File: src/rtl/core/assert_macros.svh
// Assertion macros used by the RTL of the point encoder.
`ifndef ASSERT_MACROS_SVH
`define ASSERT_MACROS_SVH

// Check that a condition implies another in the same cycle.
`define ASSERT_IMP(label, clk, rst_n, cond, prop) \
    label: assert property (@(posedge clk) disable iff (!rst_n) (cond) |-> (prop)) \
        else $error("assertion failed: same-cycle implication");

// Check that a condition implies another in the next cycle.
`define ASSERT_NXT(label, clk, rst_n, cond, prop) \
    label: assert property (@(posedge clk) disable iff (!rst_n) (cond) |=> (prop)) \
        else $error("assertion failed: next-cycle implication");

`endif

File: src/rtl/core/tspe_pkg.sv
// Package with types and constants of the time-series point encoder.
`default_nettype none

package tspe_pkg;

    localparam int WORD_W     = 64;
    localparam int DIGIT_W    = 8;
    localparam int NUM_DIGITS = WORD_W / DIGIT_W;
    localparam int CNT_W      = $clog2(NUM_DIGITS);
    localparam int GROUP_W    = 7;
    localparam int BYTE_W     = 8;

    localparam logic PART_TIME  = 1'b0;
    localparam logic PART_VALUE = 1'b1;

    typedef enum logic [1:0] {
        ST_IDLE,
        ST_CALC,
        ST_EMIT_TS,
        ST_EMIT_VAL
    } state_t;

endpackage

`default_nettype wire

File: src/rtl/core/timeseries_point_encoder.sv
// Top level of the time-series point encoder: delta-of-delta, zigzag and varint output.
`default_nettype none

// Encodes one point (64-bit timestamp, 64 raw value bits) per input item into a
// stream of LEB128 varint bytes, one byte per output item. The timestamp field
// comes first: while the stored time is zero the raw timestamp is sent, else the
// zigzag-mapped delta of delta (modulo 2^64). The value field follows as the XOR
// of the value bits with the previous point's value bits; its final byte carries
// last_of_point. An item is accepted first; then the two chained 64-bit
// subtractions run one 8-bit digit per cycle through rotating shift registers
// (skipped while the stored time is zero); then the emitted bytes, from 2 to 20
// per item, leave one per cycle through the single output byte register while
// the receiver does not stall it.
// A byte left waiting in the output register does not keep a new item out.
module timeseries_point_encoder
(
    input  wire logic        clk,
    input  wire logic        rst_n,

    input  wire logic        in_valid,
    output logic             in_ready,
    input  wire logic [63:0] timestamp,
    input  wire logic [63:0] value_bits,

    output logic             out_valid,
    input  wire logic        out_ready,
    output logic [7:0]       out_byte,
    output logic             part,
    output logic             last_of_point
);

    `include "assert_macros.svh"

    localparam int W  = tspe_pkg::WORD_W;
    localparam int D  = tspe_pkg::DIGIT_W;
    localparam int G  = tspe_pkg::GROUP_W;
    localparam int CW = tspe_pkg::CNT_W;

    // Control state
    tspe_pkg::state_t state_reg, state_next;
    logic [CW-1:0]    cnt_reg, cnt_next;
    logic             b1_reg, b1_next;
    logic             b2_reg, b2_next;
    logic             out_valid_reg, out_valid_next;

    // Point state and working words
    logic [W-1:0] ts_reg, ts_next;
    logic [W-1:0] lt_reg, lt_next;
    logic [W-1:0] ld_reg, ld_next;
    logic [W-1:0] lv_reg, lv_next;
    logic [W-1:0] delta_reg, delta_next;
    logic [W-1:0] dod_reg, dod_next;
    logic [W-1:0] word_reg, word_next;
    logic [W-1:0] val_reg, val_next;

    // Output byte register
    logic [tspe_pkg::BYTE_W-1:0] out_byte_reg, out_byte_next;
    logic                        part_reg, part_next;
    logic                        last_reg, last_next;

    // Datapath helpers
    logic         in_fire;
    logic         slot_free;
    logic         calc_last;
    logic         emit_go;
    logic         lt_zero;
    logic         more;
    logic [D:0]   diff1;
    logic [D:0]   diff2;
    logic [W-1:0] delta_full;
    logic [W-1:0] dod_full;
    logic [W-1:0] zigzag;

    // Handshake and sequencing outputs
    always_comb
    begin
        in_ready  = (state_reg == tspe_pkg::ST_IDLE);
        in_fire   = in_valid && in_ready;
        slot_free = !out_valid_reg || out_ready;
        calc_last = (state_reg == tspe_pkg::ST_CALC) &&
                    (cnt_reg == CW'(tspe_pkg::NUM_DIGITS - 1));
        emit_go   = ((state_reg == tspe_pkg::ST_EMIT_TS) ||
                     (state_reg == tspe_pkg::ST_EMIT_VAL)) && slot_free;
    end

    // Next state
    always_comb
    begin
        state_next = state_reg;
        case (state_reg)
            tspe_pkg::ST_IDLE:
            begin
                if (in_fire)
                begin
                    state_next = lt_zero ? tspe_pkg::ST_EMIT_TS : tspe_pkg::ST_CALC;
                end
            end
            tspe_pkg::ST_CALC:
            begin
                if (calc_last)
                begin
                    state_next = tspe_pkg::ST_EMIT_TS;
                end
            end
            tspe_pkg::ST_EMIT_TS:
            begin
                if (emit_go && !more)
                begin
                    state_next = tspe_pkg::ST_EMIT_VAL;
                end
            end
            tspe_pkg::ST_EMIT_VAL:
            begin
                if (emit_go && !more)
                begin
                    state_next = tspe_pkg::ST_IDLE;
                end
            end
            default:
            begin
                state_next = tspe_pkg::ST_IDLE;
            end
        endcase
    end

    // One 8-bit digit of delta = ts - last_time and dod = delta - last_delta
    always_comb
    begin
        lt_zero    = ~|lt_reg;
        diff1      = {1'b0, ts_reg[D-1:0]} - {1'b0, lt_reg[D-1:0]} - {{D{1'b0}}, b1_reg};
        diff2      = {1'b0, diff1[D-1:0]} - {1'b0, ld_reg[D-1:0]} - {{D{1'b0}}, b2_reg};
        delta_full = {diff1[D-1:0], delta_reg[W-1:D]};
        dod_full   = {diff2[D-1:0], dod_reg[W-1:D]};
        // Zigzag: shift left, flip all bits when negative
        zigzag     = {dod_full[W-2:0], 1'b0} ^ {W{dod_full[W-1]}};
        // More groups follow while anything is left above the low seven bits
        more       = |word_reg[W-1:G];
    end

    // Datapath next values
    always_comb
    begin
        cnt_next       = cnt_reg;
        b1_next        = b1_reg;
        b2_next        = b2_reg;
        ts_next        = ts_reg;
        lt_next        = lt_reg;
        ld_next        = ld_reg;
        lv_next        = lv_reg;
        delta_next     = delta_reg;
        dod_next       = dod_reg;
        word_next      = word_reg;
        val_next       = val_reg;
        out_byte_next  = out_byte_reg;
        part_next      = part_reg;
        last_next      = last_reg;
        out_valid_next = out_valid_reg;

        if (out_valid_reg && out_ready)
        begin
            out_valid_next = 1'b0;
        end

        case (state_reg)
            tspe_pkg::ST_IDLE:
            begin
                if (in_fire)
                begin
                    ts_next  = timestamp;
                    val_next = value_bits ^ lv_reg;
                    lv_next  = value_bits;
                    cnt_next = '0;
                    b1_next  = 1'b0;
                    b2_next  = 1'b0;
                    if (lt_zero)
                    begin
                        // Raw timestamp; last delta stays as it is
                        word_next = timestamp;
                        lt_next   = timestamp;
                    end
                end
            end
            tspe_pkg::ST_CALC:
            begin
                // Rotate operands one digit; they come back whole after a full pass
                ts_next    = {ts_reg[D-1:0], ts_reg[W-1:D]};
                lt_next    = {lt_reg[D-1:0], lt_reg[W-1:D]};
                ld_next    = {ld_reg[D-1:0], ld_reg[W-1:D]};
                delta_next = delta_full;
                dod_next   = dod_full;
                b1_next    = diff1[D];
                b2_next    = diff2[D];
                cnt_next   = cnt_reg + CW'(1);
                if (calc_last)
                begin
                    lt_next   = {ts_reg[D-1:0], ts_reg[W-1:D]};
                    ld_next   = delta_full;
                    word_next = zigzag;
                end
            end
            tspe_pkg::ST_EMIT_TS, tspe_pkg::ST_EMIT_VAL:
            begin
                if (emit_go)
                begin
                    out_valid_next = 1'b1;
                    out_byte_next  = {more, word_reg[G-1:0]};
                    if (state_reg == tspe_pkg::ST_EMIT_TS)
                    begin
                        part_next = tspe_pkg::PART_TIME;
                        last_next = 1'b0;
                    end
                    else
                    begin
                        part_next = tspe_pkg::PART_VALUE;
                        last_next = !more;
                    end
                    // Advance one group, or hand over to the value field
                    if (more)
                    begin
                        word_next = {{G{1'b0}}, word_reg[W-1:G]};
                    end
                    else
                    begin
                        word_next = val_reg;
                    end
                end
            end
            default:
            begin
                cnt_next = cnt_reg;
            end
        endcase
    end

    // Control and stored point state
    always_ff @(posedge clk or negedge rst_n)
    begin
        if (!rst_n)
        begin
            state_reg     <= tspe_pkg::ST_IDLE;
            cnt_reg       <= '0;
            b1_reg        <= 1'b0;
            b2_reg        <= 1'b0;
            out_valid_reg <= 1'b0;
            lt_reg        <= '0;
            ld_reg        <= '0;
            lv_reg        <= '0;
        end
        else
        begin
            state_reg     <= state_next;
            cnt_reg       <= cnt_next;
            b1_reg        <= b1_next;
            b2_reg        <= b2_next;
            out_valid_reg <= out_valid_next;
            lt_reg        <= lt_next;
            ld_reg        <= ld_next;
            lv_reg        <= lv_next;
        end
    end

    // Payload registers
    always_ff @(posedge clk)
    begin
        ts_reg       <= ts_next;
        delta_reg    <= delta_next;
        dod_reg      <= dod_next;
        word_reg     <= word_next;
        val_reg      <= val_next;
        out_byte_reg <= out_byte_next;
        part_reg     <= part_next;
        last_reg     <= last_next;
    end

    assign out_valid     = out_valid_reg;
    assign out_byte      = out_byte_reg;
    assign part          = part_reg;
    assign last_of_point = last_reg;

    // A byte that promises more to follow never closes the point
    `ASSERT_IMP(a_cont_not_last, clk, rst_n, out_valid && out_byte[7], !last_of_point)
    // The closing byte of a point belongs to the value field
    `ASSERT_IMP(a_last_is_value, clk, rst_n, out_valid && last_of_point, part == tspe_pkg::PART_VALUE)
    // An accepted item goes straight into the subtract pass or the timestamp field
    `ASSERT_NXT(a_accept_moves, clk, rst_n, in_valid && in_ready, (state_reg == tspe_pkg::ST_CALC) || (state_reg == tspe_pkg::ST_EMIT_TS))
    // The final digit of the subtract pass hands over to the timestamp field
    `ASSERT_NXT(a_calc_done, clk, rst_n, calc_last, state_reg == tspe_pkg::ST_EMIT_TS)

endmodule

`default_nettype wire

File: config.mk
export PLATFORM = sky130hd
export DESIGN_NAME = timeseries_point_encoder
export DESIGN_NICKNAME = d
export VERILOG_FILES = /design/src/rtl/core/tspe_pkg.sv /design/src/rtl/core/timeseries_point_encoder.sv
export VERILOG_INCLUDE_DIRS = /design/src /design/src/rtl/core
export SDC_FILE = /design/constraint.sdc
export NUM_CORES = 1
export LEC_CHECK = 0
export BUFFER_PORTS_ARGS = -buffer_cell sky130_fd_sc_hd__buf_2
export CAP_MARGIN = 40
export CORE_MARGIN = 8
export CORE_UTILIZATION = 61
export CTS_CLUSTER_SIZE = 40
export DETAILED_ROUTE_END_ITERATION = 10
export HOLD_SLACK_MARGIN = 0.06
export PLACE_DENSITY_LB_ADDON = 0.1
export SYNTH_ARGS = -nofsm -noshare
export SYNTH_HDL_FRONTEND = slang
export SYNTH_SLANG_ARGS = --single-unit
File: constraint.sdc
create_clock -name clk -period 8.7 [get_ports clk]
set_clock_uncertainty 0.05 [all_clocks]
set_input_delay 0.435 -clock clk [delete_from_list [all_inputs] [get_ports clk]]
set_output_delay 0.435 -clock clk [all_outputs]
set_load 0.05 [all_outputs]
==> metrics.txt, run 1 <==
# TYPE chip_impl_metric gauge
chip_impl_info{name="run_status",value="completed"} 1
chip_impl_metric{name="drt-total-wl",unit="um"} 52700
chip_impl_info{name="setup.worst_path.start_class",value="flop"} 1
chip_impl_metric{name="cts.reportedPaths.clkPinSlew",unit="ns"} 0.06
chip_impl_metric{name="filler_cell_count",unit=""} 2463
chip_impl_info{name="hold_path_class",value="primary input to flop"} 1
chip_impl_metric{name="timing.max_cap.violations",unit=""} 0
chip_impl_info{name="critical_path.top_delay_family",value="adder cells"} 1
chip_impl_metric{name="yosysWarnings",unit=""} 0
chip_impl_metric{name="initial_core_util",unit=""} 0.617
chip_impl_metric{name="setup_viol",unit=""} 0
chip_impl_metric{name="die_width",unit="um"} 208
chip_impl_metric{name="place.detailed.instances",unit=""} 2200
chip_impl_metric{name="worst_hold_path.num_cells",unit=""} 2
chip_impl_metric{name="post_route_cells_drive_above_1_share",unit=""} 0.207
chip_impl_info{name="worstHoldEndpoint",value="lv_reg[35]"} 1
chip_impl_metric{name="layoutNonFillerInstCount",unit=""} 2363
chip_impl_metric{name="die_h",unit="um"} 208
chip_impl_metric{name="worst-slew-pin-transition",unit="ns"} 0.954
chip_impl_metric{name="first_iter_violations",unit=""} 1214
chip_impl_metric{name="whs",unit="ns"} 0.0965
chip_impl_metric{name="routed-via-count",unit=""} 14000
chip_impl_info{name="clock_tree.root_cell",value="clkbuf_16"} 1
chip_impl_info{name="worst_hold_path_startpoint",value="value_bits[35]"} 1
chip_impl_metric{name="number_of_drc_violations_after_detailed_routing",unit=""} 0
chip_impl_metric{name="io-pin-count",unit=""} 144
chip_impl_info{name="crit_path_end_kind",value="flop"} 1
chip_impl_info{name="rr_startpoint",value="ts_reg[0]"} 1
chip_impl_metric{name="post_synth_inst_count",unit=""} 1654
chip_impl_metric{name="regToRegSetupSlack",unit="ns"} 3.64
chip_impl_metric{name="syn-num-nets",unit=""} 1822
chip_impl_metric{name="cts_buffers",unit=""} 53
chip_impl_metric{name="number_of_input_and_output_port_buffers_inserted",unit=""} 143
chip_impl_metric{name="critPathRequiredTime",unit="ns"} 8.95
chip_impl_metric{name="detailedPlacementHpwl",unit="um"} 35600
chip_impl_metric{name="layout.nets",unit=""} 2020
chip_impl_info{name="setup_repair_after_global_routing_missed_its_margin",value="false"} 1
chip_impl_metric{name="synth_edf_count",unit=""} 314
chip_impl_metric{name="grt_pass1_vias",unit=""} 14400
chip_impl_info{name="critPathSlowestCell",value="fa_1"} 1
chip_impl_metric{name="grt_antenna_before_repair",unit=""} 1
chip_impl_metric{name="post_synthesis_instance_area",unit="um^2"} 22500
chip_impl_metric{name="h_tree_levels",unit=""} 2
chip_impl_info{name="worstSetupPathType",value="flop to flop"} 1
chip_impl_info{name="synth_top_cell_by_area",value="edfxtp_1"} 1
chip_impl_metric{name="drt_first_pass_iters",unit=""} 5
chip_impl_metric{name="timing_hold_violations_final",unit=""} 0
chip_impl_metric{name="period_share",unit=""} 0.581
chip_impl_metric{name="ys_seq_elements",unit=""} 514
chip_impl_info{name="critical_path_cell_sequence",value="fa_1 > fa_1 > nand2b_1 > a21oi_1 > o21bai_1 > a21oi_1 > xor2_1 > ha_1 > inv_1 > ha_1 > a21oi_1 > o22ai_1 > nor3_2 > clkinv_2 > buf_4 > buf_16 > xnor2_1 > o211ai_1"} 1
chip_impl_metric{name="total_leakage_power",unit="nW"} 10.7
chip_impl_info{name="r2r_end",value="word_reg[35]"} 1
chip_impl_metric{name="worstPathBufferInverterCount",unit=""} 4
chip_impl_metric{name="final.setup.tns",unit="ns"} 0
chip_impl_metric{name="crit_fanout",unit=""} 38
chip_impl_info{name="cts_tree",value="done"} 1
chip_impl_metric{name="pre_cts_worst_setup_slack",unit="ns"} 3.72
chip_impl_metric{name="arrival",unit="ns"} 5.31
chip_impl_metric{name="detail-route-antenna-nets",unit=""} 0
chip_impl_metric{name="gp_routability_congestion",unit=""} 0.854
chip_impl_metric{name="timing.reg2reg.worst_path_depth",unit=""} 18
chip_impl_info{name="synthTopCellsByArea",value="edfxtp_1, dfrtp_1, mux2_2"} 1
chip_impl_info{name="setup.worst_path.start",value="ts_reg[0]"} 1
chip_impl_metric{name="drt-vias-per-instance",unit=""} 5.92
chip_impl_metric{name="synth_top_area_frac",unit=""} 0.418
chip_impl_metric{name="largest_net_degree_at_the_start_of_global_routing",unit=""} 93
chip_impl_metric{name="timing.max_slew.rel_slack",unit=""} 0.358
chip_impl_metric{name="die_area",unit="um^2"} 43300
chip_impl_metric{name="core.rowCount",unit=""} 70
chip_impl_info{name="path_common_cell",value="a21oi_1"} 1
chip_impl_metric{name="synthDistinctLibCells",unit=""} 50
chip_impl_metric{name="layout_min_cycle_time",unit="ns"} 5.06
chip_impl_metric{name="max_frequency",unit="MHz"} 198
chip_impl_metric{name="postSynthAreaPerCell",unit="um^2"} 13.6
chip_impl_metric{name="tritoncts_num_sinks",unit=""} 514
chip_impl_metric{name="cts-root-to-sink-buffers",unit=""} 3
chip_impl_metric{name="pwr_density",unit="nW/um^2"} 190
chip_impl_metric{name="setup_ws",unit="ns"} 3.64
chip_impl_metric{name="grt_pass1_wl",unit="um"} 82900
chip_impl_metric{name="area_growth",unit="%"} 16.0
chip_impl_metric{name="synth_seq_area_share",unit=""} 0.641
chip_impl_metric{name="synth_async_sr_flop_share",unit=""} 0.389
chip_impl_metric{name="final_routed_wire_length_divided_by_cell_count",unit="um"} 22.3
chip_impl_metric{name="worstSkewPairLatency",unit="ns"} 0.59
chip_impl_info{name="synth_top_flop_cell",value="edfxtp_1"} 1
chip_impl_metric{name="antenna-diode-count",unit=""} 0
chip_impl_metric{name="maxSlewViolCount",unit=""} 0
chip_impl_metric{name="gr-usage-all-layers",unit=""} 0.243
chip_impl_metric{name="grt-ovfl-total",unit=""} 0
chip_impl_metric{name="timing.critical_path.slowest_cell_delay",unit="ns"} 0.45
chip_impl_metric{name="vdd.ir_drop.worst",unit="mV"} 0.145
chip_impl_metric{name="floorplan.core_area",unit="um^2"} 36500
[area by class of cell]
type / count / area [um^2] / area share
multi-input cells: 998 / 7550 / 0.289
flip-flops and latches: 514 / 14400 / 0.552
repair buffers: 234 / 1720 / 0.0658
well taps: 468 / 586 / 0.0224
clock buffers: 79 / 1530 / 0.0587
clock inverters: 19 / 126 / 0.00483
inverters: 51 / 193 / 0.00737
[report_power, final]
| part | switching (mW) | internal (mW) | total (mW) |
|---|---|---|---|
| Clock | 0.926 | 1.24 | 2.17 |
| Combinational | 0.100 | 0.0812 | 0.182 |
| Sequential | 0.0149 | 2.61 | 2.62 |
[worst max path at each step]
stage	end	slack, ns	cells past startpoint
final	word_reg[35]	3.64	18
after global routing	word_reg[63]	3.45	20
after CTS	word_reg[35]	3.70	18
after detailed placement	word_reg[35]	3.72	18
after global placement	word_reg[30]	3.85	17
after floorplan	lt_reg[55]	2.52	13
[layer usage]
| layer | part of all wire | track usage |
|---|---|---|
| met5 | 0.00021 | 0 |
| met1 | 0.43 | 0.337 |
| met3 | 0.079 | 0.0534 |
| met4 | 0.029 | 0.0817 |
| met2 | 0.46 | 0.380 |
[worst reg2reg max path, stage by stage (launching register included)]
cell and delay (ns):
edfxtp_1 0.41, fa_1 0.45, fa_1 0.42, nand2b_1 0.16
a21oi_1 0.22, o21bai_1 0.11, a21oi_1 0.32, xor2_1 0.14
ha_1 0.31, inv_1 0.04, ha_1 0.33, a21oi_1 0.15
o22ai_1 0.10, nor3_2 0.28, clkinv_2 0.29, buf_4 0.34
buf_16 0.25, xnor2_1 0.26, o211ai_1 0.13
[cell usage after synthesis (all sizes together) (2+ instances only)]
cell type and instances:
edfxtp 314, nand3b 2, nand2 123, nor3 9
xor2 70, a22oi 58, clkbuf 50, xnor2 70
ha 32, a221o 3, o22ai 2, a32o 2
a222oi 2, nand2b 8, a21o 2, and2 2
nor2b 2, nor4 31, a21oi 76, mux2 130
fa 4, nand3 3, a211oi 4, nor2 78
a221oi 3, nand4 7, nor3b 4, o211ai 50
dfrtp 200, inv 51, o21ai 86, mux2i 125
buf 41
[kinds of logic after synthesis]
| family | count (synthesis) | synth area share |
|---|---|---|
| adder cells (fa/ha/maj) | 36 | 0.0213 |
| AND/OR/NAND/NOR | 272 | 0.0545 |
| XOR/XNOR | 140 | 0.0544 |
| multiplexers | 255 | 0.121 |
| AO/OA/AOI/OAI | 295 | 0.0820 |
| buffers and inverters | 142 | 0.0267 |
| flip-flops | 514 | 0.641 |
[per-stage QoR]
stage | utilization | cell area [um^2] | total power [mW]
6_report | 0.716 | 26100 | 4.98
3_3_place_gp | 0.647 | 23600 | 2.82
4_1_cts | 0.716 | 26100 | 5.01
2_1_floorplan | - | 22500 | 2.73
5_1_grt | 0.716 | 26100 | 5.12
3_5_place_dp | 0.653 | 23800 | 2.83
[what timing repair did]
action                    CTS  global route
hold endpoints to repair  126             0
resized for setup           0             0
buffers inserted            0             0
hold buffers               64             0
[layout by cell type, fill, tap and decap left out, types with 3 or more instances in the layout]
cell,n
nor3_1,7
buf_16,7
mux2_2,130
dfrtp_1,200
fa_1,4
o211ai_1,50
clkinv_2,9
ha_1,29
clkbuf_8,12
buf_4,19
a21oi_1,76
clkinv_1,6
mux2i_1,125
clkbuf_16,53
nand2_1,122
buf_2,142
inv_6,3
nand2b_1,6
nor4_1,30
inv_1,49
a211oi_1,4
a221o_1,3
nor3b_1,3
nor2_1,78
nand4_1,7
edfxtp_1,314
a22oi_1,58
dlygate4sd3_1,64
a221oi_1,3
nand3_1,3
o21ai_0,86
xnor2_1,70
xor2_1,70
clkbuf_1,15
No activity file was read; power rests on OpenSTA's default activity.
==> run 2, diff against run 1 <==
- ABC_AREA: unset -> 1
- CORE_UTILIZATION: 61 -> 55
- clock period: 8.7 -> 4.5 ns (I/O delays scaled with it)
==> run 2 against run 1 <==
  * Wire length rose by 25%
  * Global-route usage up 0.85 points
  * Setup slack worse by 3.4 ns
  * Clock-buffer cell count up 3
  * Register-to-register slack got worse by 3.4 ns
  * First-iteration DRC count grew 54%
  * Die area grew 19%
  * Cell area grew 12%
  * Synthesized area up 8.9%
==> metrics.txt, run 2 <==
# TYPE chip_impl_metric gauge
chip_impl_info{name="run_status",value="completed"} 1
chip_impl_metric{name="final_routed_wire_length_divided_by_cell_count",unit="um"} 18.3
chip_impl_metric{name="grt-ovfl-total",unit=""} 0
chip_impl_metric{name="first_iter_violations",unit=""} 1865
chip_impl_metric{name="grt_pass1_vias",unit=""} 18700
chip_impl_metric{name="postSynthAreaPerCell",unit="um^2"} 9.00
chip_impl_metric{name="worst-slew-pin-transition",unit="ns"} 0.947
chip_impl_metric{name="arrival",unit="ns"} 4.55
chip_impl_metric{name="cts-root-to-sink-buffers",unit=""} 3
chip_impl_info{name="yosys-top-cells-count",value="nand2_1, inv_1, edfxtp_1"} 1
chip_impl_metric{name="largest_net_degree_at_the_start_of_global_routing",unit=""} 181
chip_impl_metric{name="detail-route-antenna-nets",unit=""} 0
chip_impl_metric{name="maxSlewViolCount",unit=""} 0
chip_impl_metric{name="setup_ws",unit="ns"} 0.209
chip_impl_metric{name="worstSkewPairLatency",unit="ns"} 0.61
chip_impl_metric{name="drt-vias-per-instance",unit=""} 5.31
chip_impl_metric{name="compound_cell_area_share_of_the_yosys_netlist",unit=""} 0.0392
chip_impl_metric{name="timing_hold_violations_final",unit=""} 0
chip_impl_info{name="synth_top_cell_by_area",value="edfxtp_1"} 1
chip_impl_metric{name="detailedPlacementHpwl",unit="um"} 42700
chip_impl_metric{name="synth_top_area_frac",unit=""} 0.384
chip_impl_info{name="cts_tree",value="done"} 1
chip_impl_metric{name="layout_min_cycle_time",unit="ns"} 4.29
chip_impl_info{name="setup.worst_path.start_class",value="flop"} 1
chip_impl_metric{name="setup_viol",unit=""} 0
chip_impl_metric{name="drt-total-wl",unit="um"} 66100
chip_impl_info{name="synthTopCellsByArea",value="edfxtp_1, dfrtp_1, nand2_1"} 1
chip_impl_info{name="r2r_end",value="word_reg[58]"} 1
chip_impl_metric{name="yosys-mux-area-fraction",unit=""} 0
chip_impl_metric{name="regToRegSetupSlack",unit="ns"} 0.21
chip_impl_metric{name="synthDistinctLibCells",unit=""} 38
chip_impl_metric{name="cell_area_after_placement",unit="um^2"} 25700
chip_impl_metric{name="die_area",unit="um^2"} 51600
chip_impl_metric{name="synth_async_sr_flop_share",unit=""} 0.389
chip_impl_info{name="hold_path_class",value="primary input to asynchronous set/reset pin"} 1
chip_impl_info{name="rr_startpoint",value="b1_reg"} 1
chip_impl_metric{name="timing.reg2reg.worst_path_depth",unit=""} 23
chip_impl_metric{name="final.setup.tns",unit="ns"} 0
chip_impl_metric{name="cts_buffers",unit=""} 55
chip_impl_info{name="yosys.cell_count.top_type",value="nand2_1"} 1
chip_impl_info{name="synth_top_flop_cell",value="edfxtp_1"} 1
chip_impl_metric{name="timing.max_slew.rel_slack",unit=""} 0.368
chip_impl_metric{name="initial_core_util",unit=""} 0.556
chip_impl_metric{name="routed-via-count",unit=""} 19200
chip_impl_info{name="synth_top_family_by_area",value="simple AND/OR/NAND/NOR gates"} 1
chip_impl_metric{name="layout.nets",unit=""} 3139
chip_impl_metric{name="drt_first_pass_iters",unit=""} 6
chip_impl_metric{name="synthAdderAreaFrac",unit=""} 0.0196
chip_impl_info{name="worstSetupPathType",value="flop to flop"} 1
chip_impl_metric{name="post_route_cells_drive_above_1_share",unit=""} 0.108
chip_impl_metric{name="io-pin-count",unit=""} 144
chip_impl_metric{name="pre_cts_worst_setup_slack",unit="ns"} 0.150
chip_impl_metric{name="core.rowCount",unit=""} 77
chip_impl_metric{name="die_h",unit="um"} 227
chip_impl_metric{name="floorplan.core_area",unit="um^2"} 44100
chip_impl_metric{name="synth_simple_gate_area_frac",unit=""} 0.247
chip_impl_metric{name="grt_antenna_before_repair",unit=""} 3
chip_impl_metric{name="post_synthesis_instance_area",unit="um^2"} 24500
chip_impl_metric{name="die_width",unit="um"} 227
chip_impl_metric{name="yosysWarnings",unit=""} 0
chip_impl_metric{name="worstPathBufferInverterCount",unit=""} 6
chip_impl_metric{name="area_growth",unit="%"} 19.3
chip_impl_info{name="crit_path_end_kind",value="flop"} 1
chip_impl_metric{name="number_of_drc_violations_after_detailed_routing",unit=""} 0
chip_impl_info{name="final_common_cell",value="nand2_1"} 1
chip_impl_info{name="critical_path_cell_sequence",value="inv_1 > fa_2 > fa_2 > or2_2 > nand2_1 > nand2_1 > inv_1 > o21bai_1 > or2_2 > nand2_1 > ha_1 > inv_1 > ha_2 > nand2_2 > inv_1 > a21oi_4 > nand3_4 > buf_4 > nand2_2 > buf_4 > nand2_1 > nand3_1 > o211ai_1"} 1
chip_impl_metric{name="syn-num-nets",unit=""} 2894
chip_impl_metric{name="timing.critical_path.slowest_cell_delay",unit="ns"} 0.41
chip_impl_metric{name="post_synth_inst_count",unit=""} 2726
chip_impl_metric{name="postLayoutCoreUtil",unit=""} 0.663
chip_impl_metric{name="synthXorXnorAreaFrac",unit=""} 0.0249
chip_impl_metric{name="tritoncts_num_sinks",unit=""} 514
chip_impl_metric{name="synth_edf_count",unit=""} 314
chip_impl_metric{name="grt_pass1_wl",unit="um"} 102000
chip_impl_metric{name="final_cell_area",unit="um^2"} 29300
chip_impl_metric{name="timing.max_cap.violations",unit=""} 0
chip_impl_metric{name="max_frequency",unit="MHz"} 233
chip_impl_info{name="critical_path.top_delay_family",value="simple AND/OR/NAND/NOR gates"} 1
chip_impl_metric{name="crit_fanout",unit=""} 6
chip_impl_info{name="clock_tree.root_cell",value="clkbuf_16"} 1
chip_impl_metric{name="number_of_input_and_output_port_buffers_inserted",unit=""} 143
chip_impl_metric{name="cts.reportedPaths.clkPinSlew",unit="ns"} 0.06
chip_impl_metric{name="h_tree_levels",unit=""} 2
chip_impl_info{name="final_cell_mix",value="nand2_1, inv_1, edfxtp_1"} 1
chip_impl_metric{name="critPathRequiredTime",unit="ns"} 4.76
chip_impl_metric{name="gp_routability_congestion",unit=""} 0.886
chip_impl_metric{name="ys_seq_elements",unit=""} 514
chip_impl_metric{name="synth_seq_area_share",unit=""} 0.588
chip_impl_info{name="critPathSlowestCell",value="fa_2"} 1
chip_impl_metric{name="timing.critical_path.depth",unit=""} 23
chip_impl_metric{name="period_share",unit=""} 0.953
chip_impl_metric{name="gr-usage-all-layers",unit=""} 0.252
run 2: worst max path at each step:
| stage | startpoint | endpoint | slack, ns |
|---|---|---|---|
| 3_3_place_gp | ts_reg[0] | word_reg[12] | 0.24 |
| 5_1_grt | lt_reg[0] | word_reg[39] | -0.001 |
| 3_5_place_dp | b1_reg | word_reg[12] | 0.15 |
| 4_1_cts | b1_reg | word_reg[43] | 0.14 |
| 6_report | b1_reg | word_reg[58] | 0.21 |
| 2_1_floorplan | state_reg[1] | word_reg[0] | 0.23 |
run 2: timing repair:
action                     CTS  global route
hold endpoints to repair   316             0
hold buffers               131             0
gates resized for setup      0            16
setup endpoints to repair    0            61
buffers inserted             0             5
run 2: through the flow:
step	std cells	hold slack, ns
after global routing	3612	0.197
final	3615	0.160
after global placement	3362	0.229
after floorplan	2726	-0.121
after detailed placement	3365	0.238
after CTS	3600	0.173
run 2: cell type report:
type                            instances  area, um^2
Fill cell                            3590       14900
Sequential cell                       514       14400
Multi-Input combinational cell       1746        8230
Timing Repair Buffer                  312        2510
Clock buffer                           82        1640
Inverter                              342        1290
Tap cell                              592         741
Clock inverter                         22         402
Antenna cell                            5        12.5
run 2: layer usage:
| metal | part of all wire | GRT usage | wire [um] | up-vias |
|---|---|---|---|---|
| met3 | 0.066 | 0.0334 | 4370 | 137 |
| met5 | 0.00020 | 0 | 13 | - |
| met2 | 0.46 | 0.397 | 30700 | 682 |
| li1 | - | - | - | 9148 |
| met1 | 0.44 | 0.359 | 29100 | 9235 |
| met4 | 0.030 | 0.0857 | 1970 | 2 |
run 2: kinds of logic after synthesis:
group	Yosys count
adders and majority gates	36
xor gates and xnor gates	69
DFF	514
and+or+nand+nor	1476
buffers and inverters	468
AOI/OAI and AO/OA	163
Power of run 2 is left out: the tool's default activity adds up to more than one toggle a clock period on the data nets, which glitch-free logic cannot reach.
==> run 3, diff against run 2 <==
--- a/config.mk
+++ b/config.mk
@@ -17,2 +17,3 @@
 export PLACE_DENSITY_LB_ADDON = 0.1
+export RECOVER_POWER = 25
 export SYNTH_ARGS = -nofsm -noshare
--- a/constraint.sdc
+++ b/constraint.sdc
@@ -4,2 +4,2 @@
 set_output_delay 0.225 -clock clk [all_outputs]
-set_load 0.05 [all_outputs]
+set_load 0.02 [all_outputs]
==> run 3 against run 2 <==
  * The run now ends with max-capacitance violations, max-slew violations left
  * Cell area is essentially flat
  * Largest cell class unchanged
  * Die area is the same
  * Setup slack lost 0.0028 ns
  * Highest routed layer unchanged
  * Global-route usage is the same
  * Utilization is essentially flat
  * Critical path type unchanged
  * First-iteration DRC count shrank 3.0%
==> metrics.txt, run 3 (same netlist as run 2, synthesis figures left out) <==
# TYPE chip_impl_metric gauge
chip_impl_metric{name="whs",unit="ns"} 0.329
chip_impl_metric{name="timing.max_slew.rel_slack",unit=""} -1.42
chip_impl_metric{name="layout.nets",unit=""} 3139
chip_impl_metric{name="arrival",unit="ns"} 4.59
chip_impl_info{name="path_common_cell",value="nand2_1"} 1
chip_impl_metric{name="period_share",unit=""} 0.954
chip_impl_metric{name="maxSlewViolCount",unit=""} 67
chip_impl_metric{name="die_h",unit="um"} 227
chip_impl_info{name="crit_path_end_kind",value="flop"} 1
chip_impl_metric{name="tritoncts_num_sinks",unit=""} 514
chip_impl_info{name="crit_end",value="word_reg[55]"} 1
chip_impl_metric{name="crit_fanout",unit=""} 7
chip_impl_metric{name="grt-ovfl-total",unit=""} 0
chip_impl_metric{name="cts-root-to-sink-buffers",unit=""} 3
chip_impl_metric{name="setup_viol",unit=""} 0
chip_impl_metric{name="core.rowCount",unit=""} 77
chip_impl_metric{name="filler_cell_count",unit=""} 3601
chip_impl_metric{name="cts_buffers",unit=""} 55
chip_impl_metric{name="number_of_input_and_output_port_buffers_inserted",unit=""} 143
chip_impl_metric{name="gr-usage-all-layers",unit=""} 0.252
chip_impl_info{name="r2r_end",value="word_reg[55]"} 1
chip_impl_metric{name="cell_area_after_placement",unit="um^2"} 25700
chip_impl_info{name="critPathSlowestCell",value="fa_2"} 1
chip_impl_info{name="setup.worst_path.start_class",value="flop"} 1
chip_impl_info{name="clock_tree.root_cell",value="clkbuf_16"} 1
chip_impl_info{name="rr_startpoint",value="b1_reg"} 1
chip_impl_metric{name="gp_routability_congestion",unit=""} 0.886
chip_impl_metric{name="layout_min_cycle_time",unit="ns"} 4.29
chip_impl_metric{name="h_tree_levels",unit=""} 2
chip_impl_info{name="critical_path.top_delay_family",value="simple AND/OR/NAND/NOR gates"} 1
chip_impl_metric{name="grt_pass1_vias",unit=""} 18700
chip_impl_metric{name="timing.critical_path.slowest_cell_delay",unit="ns"} 0.41
chip_impl_info{name="worstSetupPathType",value="flop to flop"} 1
chip_impl_metric{name="drt-vias-per-instance",unit=""} 5.30
chip_impl_metric{name="max_frequency",unit="MHz"} 233
chip_impl_metric{name="drt-total-wl",unit="um"} 66100
chip_impl_metric{name="timing_hold_violations_final",unit=""} 0
chip_impl_metric{name="detail-route-antenna-nets",unit=""} 0
chip_impl_metric{name="die_width",unit="um"} 227
chip_impl_info{name="final_common_cell",value="nand2_1"} 1
chip_impl_metric{name="drt_first_pass_iters",unit=""} 6
chip_impl_metric{name="worstSkewPairLatency",unit="ns"} 0.61
chip_impl_metric{name="largest_net_degree_at_the_start_of_global_routing",unit=""} 181
chip_impl_metric{name="grt_antenna_before_repair",unit=""} 3
chip_impl_metric{name="timing.max_cap.violations",unit=""} 1
chip_impl_metric{name="initial_core_util",unit=""} 0.556
chip_impl_metric{name="multi_input_area",unit="um^2"} 8230
chip_impl_metric{name="io-pin-count",unit=""} 144
chip_impl_info{name="final_cell_mix",value="nand2_1, inv_1, edfxtp_1"} 1
chip_impl_metric{name="final_cell_area",unit="um^2"} 29200
chip_impl_metric{name="number_of_drc_violations_after_detailed_routing",unit=""} 0
chip_impl_info{name="setup.worst_path.start",value="b1_reg"} 1
chip_impl_metric{name="timing.critical_path.depth",unit=""} 24
chip_impl_info{name="run_status",value="finished, violations left"} 1
chip_impl_info{name="cts_tree",value="done"} 1
chip_impl_metric{name="timing.reg2reg.worst_path_depth",unit=""} 24
chip_impl_metric{name="worstPathBufferInverterCount",unit=""} 6
chip_impl_metric{name="critPathRequiredTime",unit="ns"} 4.80
chip_impl_metric{name="post_route_cells_drive_above_1_share",unit=""} 0.104
chip_impl_metric{name="first_iter_violations",unit=""} 1809
chip_impl_metric{name="floorplan.core_area",unit="um^2"} 44100
chip_impl_info{name="violations",value="max-capacitance violations, max-slew violations"} 1
chip_impl_metric{name="die_area",unit="um^2"} 51600
chip_impl_metric{name="regToRegSetupSlack",unit="ns"} 0.21
chip_impl_info{name="hold_path_class",value="primary input to flop"} 1
chip_impl_metric{name="detailedPlacementHpwl",unit="um"} 42700
chip_impl_metric{name="routed-via-count",unit=""} 19200
chip_impl_metric{name="worst-slew-pin-transition",unit="ns"} 3.62
chip_impl_metric{name="area_growth",unit="%"} 19.2
chip_impl_metric{name="cts.reportedPaths.clkPinSlew",unit="ns"} 0.06
chip_impl_info{name="critical_path_cell_sequence",value="inv_1 > fa_2 > fa_2 > or2_2 > nand2_1 > nand2_1 > inv_1 > o21bai_1 > or2_2 > nand2_1 > ha_1 > inv_1 > ha_2 > nand2_2 > inv_1 > a21oi_4 > nand3_4 > nand2_8 > buf_8 > nand2_1 > nand3_1 > nand2_1 > inv_1 > nand2_1"} 1
chip_impl_metric{name="final_routed_wire_length_divided_by_cell_count",unit="um"} 18.3
chip_impl_metric{name="sequential_cell_area",unit="um^2"} 14400
chip_impl_metric{name="grt_pass1_wl",unit="um"} 102000
==> run 3: worst register-to-register path: stages (launching register included) <==
cell      delay (ns)
dfrtp_1         0.33
inv_1           0.07
fa_2            0.41
fa_2            0.35
or2_2           0.31
nand2_1         0.07
nand2_1         0.09
inv_1           0.07
o21bai_1        0.07
or2_2           0.29
nand2_1         0.08
ha_1            0.23
inv_1           0.06
ha_2            0.30
nand2_2         0.09
inv_1           0.08
a21oi_4         0.23
nand3_4         0.17
nand2_8         0.18
buf_8           0.15
nand2_1         0.06
nand3_1         0.08
nand2_1         0.10
inv_1           0.07
nand2_1         0.05
==> run 3: cell type report <==
cell class | count | share of cell area
Antenna cell | 5 | 0.000428
Clock buffer | 82 | 0.0561
Clock inverter | 22 | 0.0137
Inverter | 342 | 0.0442
Multi-Input combinational cell | 1746 | 0.281
Sequential cell | 514 | 0.494
Tap cell | 592 | 0.0253
Timing Repair Buffer | 312 | 0.0852
==> run 3: what timing repair did <==
action                                 in CTS  in global routing
buffers inserted                            0                  5
gates resized for setup                     0                 16
setup endpoints to repair                   0                 61
hold buffers                              131                  0
endpoints found under the hold margin     316                  0
==> run 3: metal layers <==
metal / track usage / wire [um]
met2: 0.397 / 30500
met1: 0.359 / 28900
met5: 0 / 13
met4: 0.0857 / 2060
met3: 0.0334 / 4640
==> run 3: per-stage QoR <==
stage	util	instances	TNS (ns)	setup WS, ns
3_3_place_gp	0.581	3362	0	0.243
2_1_floorplan	-	2726	0	0.234
5_1_grt	0.663	3612	-0.000978	-0.000978
3_5_place_dp	0.582	3365	0	0.150
4_1_cts	0.658	3600	0	0.141
6_report	0.663	3615	0	0.207
==> run 3: how the worst min path moves through the flow <==
| stage | startpoint | to | slack, ns | depth (start not counted) |
|---|---|---|---|---|
| floorplan | rst_n | b1_reg | -0.12 | 0 |
| global placement | rst_n | lv_reg[0] | 0.23 | 1 |
| detailed placement | rst_n | lv_reg[0] | 0.24 | 1 |
| CTS | rst_n | lv_reg[45] | 0.17 | 2 |
| global route | value_bits[12] | lv_reg[12] | 0.33 | 4 |
| finish | value_bits[12] | lv_reg[12] | 0.33 | 4 |
Power of run 3 is left out for the same reason.
